$ cat config.mk
export PLATFORM = sky130hd
export DESIGN_NAME = t2dc_cordic_cell
export DESIGN_NICKNAME = d
export VERILOG_FILES = /design/src/t2dc_pkg.sv /design/src/t2dc_cordic_cell.sv
export SDC_FILE = /design/constraint.sdc
export NUM_CORES = 1
export LEC_CHECK = 0
export ABC_CLOCK_PERIOD_IN_PS = 6100
export BUFFER_PORTS_ARGS = -buffer_cell sky130_fd_sc_hd__buf_4
export CORE_AREA = 2 2 245 247
export CTS_BUF_LIST = sky130_fd_sc_hd__clkbuf_4
export DETAILED_ROUTE_END_ITERATION = 10
export DIE_AREA = 0 0 247 249
export HOLD_SLACK_MARGIN = 0.06
export PLACE_DENSITY = 0.58
export SYNTH_ARGS = -nofsm -noshare
export SYNTH_HDL_FRONTEND = slang
export SYNTH_SLANG_ARGS = --single-unit
$ cat constraint.sdc
create_clock -name i_clk -period 6.1 [get_ports i_clk]
set_clock_uncertainty 0.05 [all_clocks]
set_input_delay 0.61 -clock i_clk [delete_from_list [all_inputs] [get_ports i_clk]]
set_output_delay 0.61 -clock i_clk [all_outputs]
set_load 0.02 [all_outputs]
$ cat src/t2dc_pkg.sv
`default_nettype none

package t2dc_pkg;

    // Fixed-point format and CORDIC depth
    localparam int FRAC_BITS    = 16;   // Q-format fraction bits, 8..24
    localparam int CORDIC_STEPS = 16;   // micro-rotations, 8..24
    localparam int ATAN_ENTRIES = 24;
    localparam int STEP_W       = $clog2(ATAN_ENTRIES);

    // Input register + CORDIC cells + product, sum and output stages
    localparam int LATENCY = CORDIC_STEPS + 4;

    localparam logic signed [31:0] CORDIC_GAIN = 32'sd652032874;   // 0.6072529350 in Q2.30
    localparam logic signed [63:0] Q30_HALF    = 64'sd536870912;
    localparam logic signed [63:0] Q_HALF      = 64'sd1 <<< (FRAC_BITS - 1);
    localparam logic signed [63:0] S32_MAX     = 64'sd2147483647;
    localparam logic signed [63:0] S32_MIN     = -64'sd2147483648;

    typedef struct packed {
        logic signed [31:0] parent_pos_x;
        logic signed [31:0] parent_pos_y;
        logic signed [31:0] parent_scale_x;
        logic signed [31:0] parent_scale_y;
        logic [15:0]        parent_angle;
        logic signed [31:0] local_pos_x;
        logic signed [31:0] local_pos_y;
        logic signed [31:0] local_scale_x;
        logic signed [31:0] local_scale_y;
        logic [15:0]        local_angle;
    } t_in_item;

    typedef struct packed {
        logic signed [31:0] global_pos_x;
        logic signed [31:0] global_pos_y;
        logic signed [31:0] global_scale_x;
        logic signed [31:0] global_scale_y;
        logic [15:0]        global_angle;
        logic               saturated;
    } t_out_item;

    // CORDIC vector and residual angle (2^32 units per turn); flip = half-turn fold
    typedef struct packed {
        logic signed [31:0] x;
        logic signed [31:0] y;
        logic signed [31:0] z;
        logic               flip;
    } t_rot;

    // Values that ride along the CORDIC chain
    typedef struct packed {
        logic signed [31:0] sx;
        logic signed [31:0] sy;
        logic signed [31:0] gsx;
        logic signed [31:0] gsy;
        logic signed [31:0] ppx;
        logic signed [31:0] ppy;
        logic [15:0]        ang;
        logic               clip;
    } t_side;

    typedef struct packed {
        logic signed [31:0] val;
        logic               clip;
    } t_sat;

    function automatic logic signed [31:0] atan_turns(input logic [STEP_W-1:0] idx);
        logic signed [31:0] a;
        case (idx)
            5'd0:    a = 32'sd536870912;
            5'd1:    a = 32'sd316933406;
            5'd2:    a = 32'sd167458907;
            5'd3:    a = 32'sd85004756;
            5'd4:    a = 32'sd42667331;
            5'd5:    a = 32'sd21354465;
            5'd6:    a = 32'sd10679838;
            5'd7:    a = 32'sd5340245;
            5'd8:    a = 32'sd2670163;
            5'd9:    a = 32'sd1335087;
            5'd10:   a = 32'sd667544;
            5'd11:   a = 32'sd333772;
            5'd12:   a = 32'sd166886;
            5'd13:   a = 32'sd83443;
            5'd14:   a = 32'sd41722;
            5'd15:   a = 32'sd20861;
            5'd16:   a = 32'sd10430;
            5'd17:   a = 32'sd5215;
            5'd18:   a = 32'sd2608;
            5'd19:   a = 32'sd1304;
            5'd20:   a = 32'sd652;
            5'd21:   a = 32'sd326;
            5'd22:   a = 32'sd163;
            5'd23:   a = 32'sd81;
            default: a = 32'sd0;
        endcase
        return a;
    endfunction

    function automatic t_sat sat32(input logic signed [63:0] v);
        t_sat r;
        if (v > S32_MAX) begin
            r.val  = S32_MAX[31:0];
            r.clip = 1'b1;
        end else if (v < S32_MIN) begin
            r.val  = S32_MIN[31:0];
            r.clip = 1'b1;
        end else begin
            r.val  = v[31:0];
            r.clip = 1'b0;
        end
        return r;
    endfunction

    // Round half up, drop FRAC_BITS, saturate
    function automatic t_sat qround(input logic signed [63:0] p);
        logic signed [63:0] r;
        r = (p + Q_HALF) >>> FRAC_BITS;
        return sat32(r);
    endfunction

endpackage

`default_nettype wire

$ cat src/t2dc_cordic_cell.sv
`default_nettype none

module t2dc_cordic_cell (
    input  wire logic                          i_clk,
    input  wire logic                          i_rst_n,
    input  wire logic [t2dc_pkg::STEP_W-1:0]   i_step,
    input  wire logic                          i_valid,
    input  wire t2dc_pkg::t_rot                i_rot,
    input  wire t2dc_pkg::t_side               i_side,
    output logic                               o_valid,
    output t2dc_pkg::t_rot                     o_rot,
    output t2dc_pkg::t_side                    o_side
);

    logic             r_valid;
    t2dc_pkg::t_rot   r_rot;
    t2dc_pkg::t_side  r_side;
    t2dc_pkg::t_rot   n_rot;

    logic signed [31:0] x_sh;
    logic signed [31:0] y_sh;
    logic signed [31:0] ang;

    assign x_sh = i_rot.x >>> i_step;
    assign y_sh = i_rot.y >>> i_step;
    assign ang  = t2dc_pkg::atan_turns(i_step);

    // One micro-rotation, direction from the sign of the residual angle
    always_comb begin
        n_rot.flip = i_rot.flip;
        if (i_rot.z >= 0) begin
            n_rot.x = i_rot.x - y_sh;
            n_rot.y = i_rot.y + x_sh;
            n_rot.z = i_rot.z - ang;
        end else begin
            n_rot.x = i_rot.x + y_sh;
            n_rot.y = i_rot.y - x_sh;
            n_rot.z = i_rot.z + ang;
        end
    end

    always_ff @(posedge i_clk) begin
        if (!i_rst_n) begin
            r_valid <= 1'b0;
        end else begin
            r_valid <= i_valid;
        end
        r_rot  <= n_rot;
        r_side <= i_side;
    end

    assign o_valid = r_valid;
    assign o_rot   = r_rot;
    assign o_side  = r_side;

endmodule

`default_nettype wire

==> impl_metrics.tcl, run 1 <==
set metrics [dict create \
    p_leak_uw 0.0136 \
    ys_seq_area_share_pct 34.0 \
    crit_top_cell "buf_4" \
    cts-root-buf "clkbuf_4" \
    rsz0062_at_grt "false" \
    grt_pass1_vias 21200 \
    start_util_pct 30.8 \
    numCtsBuffers 86 \
    syn_inst 1871 \
    via_count 21000 \
    path_buf_inv 6 \
    ant_nets 0 \
    die_y_um 249 \
    finalMaxSlewViolations 0 \
    postSynthAreaPerCell_um2 9.66 \
    core_region_area_um2 58700 \
    path_cells "buf_4 > buf_4 > inv_2 > buf_4 > ha_1 > mux4_2 > nor2_1 > or2_2 > inv_1 > ha_1 > o21ai_0 > fa_1 > a211oi_1 > o21bai_1 > o311ai_0 > a31oi_1 > o31ai_1 > buf_4 > a21oi_1 > a211o_1 > a311oi_1 > nor3_1" \
    post-route-period-util_pct 88.6 \
    cts-htree-levels 3 \
    status "finished, final reports clean" \
    synth_ff_type "dfxtp_1" \
    grtUsageTotal_pct 33.7 \
    crit_path_start_kind "input port" \
    ctsHoldBuffers 222 \
    grt_pass1_wl_mm 150 \
    maxCapViolCount 0 \
    vias_per_cell 5.35 \
    synth_top_area_share_pct 34.0 \
    grt_max_degree 65 \
    critical_path_class "in2reg" \
    pwr_density_cell_nw_per_um2 279 \
    clock_path_buffers 3 \
    nets 3514 \
    drtIter0Drc 1485 \
    drt_pass1_iterations 5 \
    hold_violations 0 \
    die_x_um 247 \
    synth_area_um2 18100 \
    drive_above_1_share_pct 40.7 \
    yosys_register_bits 307 \
    place.gp.congestion 1.04 \
    hpwl_mm 85.8 \
    clock-sinks 307 \
    slowest_delay_ns 0.51 \
    ir_drop_uv 178 \
    post_cts_buffers 0 \
    yosys.area.top_type "dfxtp_1" \
    fin_crit_ns 5.41 \
    fin_cells 3923 \
    critPathCaptureType "register" \
    port_buffers 620 \
    critPathRequiredTime_ns 6.81 \
    synth-async-reset-ratio_pct 0 \
    arrival_ns 6.11 \
    synth-edff-count 0 \
    tightestPinTransition_ns 1.09 \
    wl_per_cell_um 27.4 \
    clkTransAtPathRegs_ns 0.06 \
    cpMaxStageDelayCell "fa_1" \
    die-area_um2 61500 \
    syn_to_final_growth_pct 63.5 \
    crit_family "compound AO/OA/AOI/OAI gates" \
    routed_wl_mm 107 \
    max_freq_ghz 0.185 \
    ys_warn_count 0 \
    drc 0 \
    postPlaceCellArea_um2 26300 \
    finalSetupTns_ns 0 \
    slew_headroom_pct 26.2 \
    finalSetupViolations 0 \
    synth_fp_nets 2298 \
    io-pin-count 621 \
    hold_path_class "in2reg" \
    crit_path_max_fanout 14 \
    cts_resized 0 \
    rows 89 \
    finalInstanceArea_um2 29500 \
    cts_tree "built" \
    dp_cells 3550 \
    overflow 0 \
    synthTopCellsByArea "dfxtp_1, mux4_2, ha_1, xnor2_1, a21oi_1" \
    antenna_found_initial 18 \
    synth_cell_types 95 \
]
area by class of cell:
class | instances | area [um^2]
diodes | 8 | 20.0
clock buffers | 112 | 841
clock inverters | 31 | 211
fillers | 5421 | 29100
inverters | 32 | 120
multi-input cells | 1441 | 11400
flip-flops and latches | 307 | 6150
well taps | 773 | 967
repair buffers | 1219 | 9870
registers in the layout, indices dropped and copies added, names as in the netlist:
name and count:
o_side 209, o_valid 1, o_rot 97
synth_stat cells (all sizes together) (24+ instances only):
cell type and n:
a211oi 24, a21o 39, a21oi 127, buf 48, clkbuf 43, dfxtp 307, ha 110, inv 31
mux2 41, mux2i 64, mux4 64, nand2 150, nand2b 29, nand3 32, nor2 116, nor2b 24
nor3 32, o21a 26, o21ai 106, xnor2 96, xor2 66
path summary, 6_finish.rpt:
| path | start | endpoint | depth (start not counted) |
|---|---|---|---|
| worst min-delay path | i_rot[90] | o_rot[90] | 3 |
| worst max-delay path | i_step[0] | o_rot[27] | 22 |
metrics by stage:
stage / setup WS (ns) / hold WS, ns / utilization, % / power, uW
after global routing: 0.327 / 0.117 / 50.3 / 8620
after floorplan: 0.217 / 0.588 / - / 4350
after CTS: 0.812 / 0.0609 / 50.3 / 8260
after detailed placement: -0.140 / 0.665 / 44.7 / 6170
final: 0.694 / 0.124 / 50.3 / 8230
after global placement: -0.0952 / 0.665 / 44.7 / 6150
layer usage:
layer | up-vias | global-route usage, % | routed length (um)
met3 | 212 | 9.56 | 9920
met2 | 1055 | 53.7 | 48800
met4 | 12 | 16.5 | 5450
met5 | - | 0 | 74
li1 | 9442 | - | -
met1 | 10300 | 41.5 | 43100
tightest hold or removal path, stage by stage:
cell and delay, ns:
buf_4 0.13, ha_1 0.21, xnor2_1 0.08
cells by family (layout without fill, tap and decap cells):
family	Yosys count	in the layout	share of synthesized area, %
XOR/XNOR	162	162	7.85
AND/OR/NAND/NOR	478	478	13.2
adder cells (fa/ha/maj)	113	113	7.95
flip-flops	307	307	34.0
buffers and inverters	123	1394	3.12
other	0	8	0
multiplexers	169	169	14.2
AO/OA/AOI/OAI	519	519	19.7
placed cells by master (no fill, tap or decap), drive strengths merged, types with 11 or more instances in the layout:
| cell | n |
|---|---|
| a31oi | 14 |
| o21a | 26 |
| o21bai | 12 |
| o211ai | 13 |
| nand2 | 150 |
| xor2 | 66 |
| nor3 | 32 |
| a21o | 39 |
| o21ai | 106 |
| nor2b | 24 |
| xnor2 | 96 |
| mux4 | 64 |
| nor2 | 116 |
| buf | 997 |
| o41ai | 11 |
| clkinv | 27 |
| dlygate4sd3 | 222 |
| inv | 34 |
| clkbuf | 112 |
| a211oi | 24 |
| or3 | 14 |
| nand4 | 16 |
| ha | 110 |
| mux2 | 41 |
| a21oi | 127 |
| nand3 | 32 |
| and3 | 11 |
| nand2b | 29 |
| dfxtp | 307 |
| or2 | 12 |
| o31ai | 18 |
| mux2i | 64 |
| o22ai | 15 |
power breakdown:
| part | switching (uW) | leakage, uW | total (uW) | internal [uW] |
|---|---|---|---|---|
| registers | 126 | 0.00259 | 2490 | 2360 |
| logic | 2050 | 0.0104 | 3810 | 1760 |
| clock network | 986 | 0.000618 | 1930 | 948 |
Power figures use the tool's default switching activity.
==> inputs of run 2 (changes only) <==
--- a/config.mk
+++ b/config.mk
@@ -12,7 +12,7 @@
 export DETAILED_ROUTE_END_ITERATION = 10
 export DIE_AREA = 0 0 247 249
 export HOLD_SLACK_MARGIN = 0.06
-export PLACE_DENSITY = 0.58
+export PLACE_DENSITY_LB_ADDON = 0.08
 export SYNTH_ARGS = -nofsm -noshare
 export SYNTH_HDL_FRONTEND = slang
 export SYNTH_SLANG_ARGS = --single-unit
==> run 2 against run 1 <==
Net effect: combinational power shrank 5.8%; critical path depth fell by 3; sequential share of layout area rose by 0.58 points; die area unchanged; via count decreased by 5.6%; non-clock buffer count fell by 97; first-iteration DRC count decreased by 11%; critical endpoint is now o_rot[63]; sequential power about the same; largest power group unchanged; fmax rose by 1.7%.
==> impl_metrics.tcl, run 2 (synthesis results as in run 1) <==
set metrics [dict create \
    cts-root-buf "clkbuf_4" \
    finalMaxSlewViolations 0 \
    finalSetupViolations 0 \
    port_buffers 620 \
    cts-htree-levels 3 \
    routed_wl_mm 89.9 \
    max_freq_ghz 0.188 \
    maxCapViolCount 0 \
    vias_per_cell 5.17 \
    ant_nets 0 \
    crit_path_max_fanout 30 \
    finalInstanceArea_um2 28800 \
    die_x_um 247 \
    switchingPower_uw 2940 \
    p_int_uw 4920 \
    critPathRequiredTime_ns 6.82 \
    start_util_pct 30.8 \
    via_count 19800 \
    grt_pass1_vias 20000 \
    clock-sinks 307 \
    grtUsageTotal_pct 28.1 \
    pwr_density_cell_nw_per_um2 273 \
    place.gp.congestion 1.03 \
    ir_drop_uv 165 \
    hold_violations 0 \
    fin_crit_ns 5.32 \
    post-route-period-util_pct 87.2 \
    numCtsBuffers 83 \
    finalSetupTns_ns 0 \
    crit_path_start_kind "input port" \
    p_clk_share_pct 22.9 \
    critical_path_class "in2reg" \
    grt_pass1_wl_mm 130 \
    layout.cells.most_common "buf_4" \
    syn_to_final_growth_pct 59.1 \
    layout_common_cells "buf_4, dfxtp_1, dlygate4sd3_1" \
    core_region_area_um2 58700 \
    post_cts_buffers 0 \
    p_leak_uw 0.0132 \
    grt_max_degree 61 \
    largest_reg_flops 209 \
    combPwrFrac_pct 45.6 \
    status "finished, final reports clean" \
    critPathCaptureType "register" \
    slew_headroom_pct 17.7 \
    wl_per_cell_um 23.5 \
    overflow 0 \
    switching_share_pct 37.4 \
    hpwl_mm 71.8 \
    drtIter0Drc 1329 \
    die_y_um 249 \
    hold_path_class "in2reg" \
    p_seq_share_pct 31.5 \
    clkTransAtPathRegs_ns 0.06 \
    clock_path_buffers 3 \
    final_util_pct 49.0 \
    antenna_found_initial 5 \
    drc 0 \
    postPlaceCellArea_um2 25500 \
    io-pin-count 621 \
    drive_above_1_share_pct 38.8 \
    drt_pass1_iterations 5 \
    tightestPinTransition_ns 1.22 \
    rsz0062_at_grt "false" \
    nets 3414 \
    die-area_um2 61500 \
    arrival_ns 6.03 \
    cts_tree "built" \
    rows 89 \
]
[run 2: cell count changes in the layout (fill, tap and decap cells not counted), sizes merged]
| cell | before | now |
|---|---|---|
| dlygate4sd3 | 222 | 219 |
| clkinvlp | 0 | 1 |
| inv | 34 | 36 |
| bufinv | 2 | 1 |
| clkinv | 27 | 24 |
| clkbuf | 112 | 110 |
| buf | 997 | 903 |
| diode | 8 | 11 |
[run 2: metrics by stage]
step | std cells | hold slack (ns) | power, uW | setup slack (ns)
floorplan | 1871 | 0.588 | 4350 | 0.217
detailed placement | 3456 | 0.665 | 5970 | 0.0214
global route | 3822 | 0.0613 | 8320 | 0.560
global placement | 3456 | 0.665 | 5960 | 0.0631
finish | 3826 | 0.147 | 7860 | 0.784
CTS | 3815 | 0.0607 | 7940 | 0.926
[run 2: area by class of cell]
type                            instances  area, um^2
Sequential cell                       307        6150
Multi-Input combinational cell       1441       11400
Tap cell                              773         967
Clock inverter                         30         175
Fill cell                            5658       29900
Inverter                               32         120
Timing Repair Buffer                 1122        9130
Antenna cell                           11        27.5
Clock buffer                          110         826
[run 2: power by group through the flow]
stage / Combinational, uW / Clock (uW) / Sequential (uW)
floorplan: 1410 / 0 / 2940
global placement: 3450 / 0 / 2510
detailed placement: 3450 / 0 / 2520
CTS: 3590 / 1870 / 2480
global route: 3840 / 1980 / 2500
finish: 3590 / 1800 / 2470
[run 2: metal layers]
metal / GRT usage [%] / wire, um / up-vias
li1: - / - / 9254
met1: 35.4 / 37900 / 9590
met2: 47.8 / 43400 / 823
met3: 5.74 / 6150 / 128
met4: 8.78 / 2420 / 0
met5: 0 / 0 / -
[run 2: repair_timing]
| item | CTS | global route |
|---|---|---|
| setup endpoints to repair | 0 | 0 |
| resized for setup | 0 | 0 |
| hold buffers | 219 | 0 |
| endpoints found under the hold margin | 218 | 0 |
[run 2: final timing paths]
| kind | from | end | slack [ns] | depth (start not counted) |
|---|---|---|---|---|
| min | i_rot[8] | o_rot[8] | 0.15 | 3 |
| max | i_step[0] | o_rot[63] | 0.78 | 19 |
[run 2: worst max-delay path, stage by stage]
cell	delay, ns
buf_6	0.19
buf_12	0.25
mux2_2	0.38
mux4_2	0.53
a221oi_2	0.43
buf_4	0.19
nand4_1	0.23
or3_1	0.48
o31ai_1	0.27
xnor2_1	0.16
ha_1	0.29
a21oi_1	0.20
nor3b_1	0.36
a21oi_1	0.16
o31a_1	0.32
o21ai_0	0.30
a21oi_1	0.15
or4_1	0.41
nand3_1	0.08
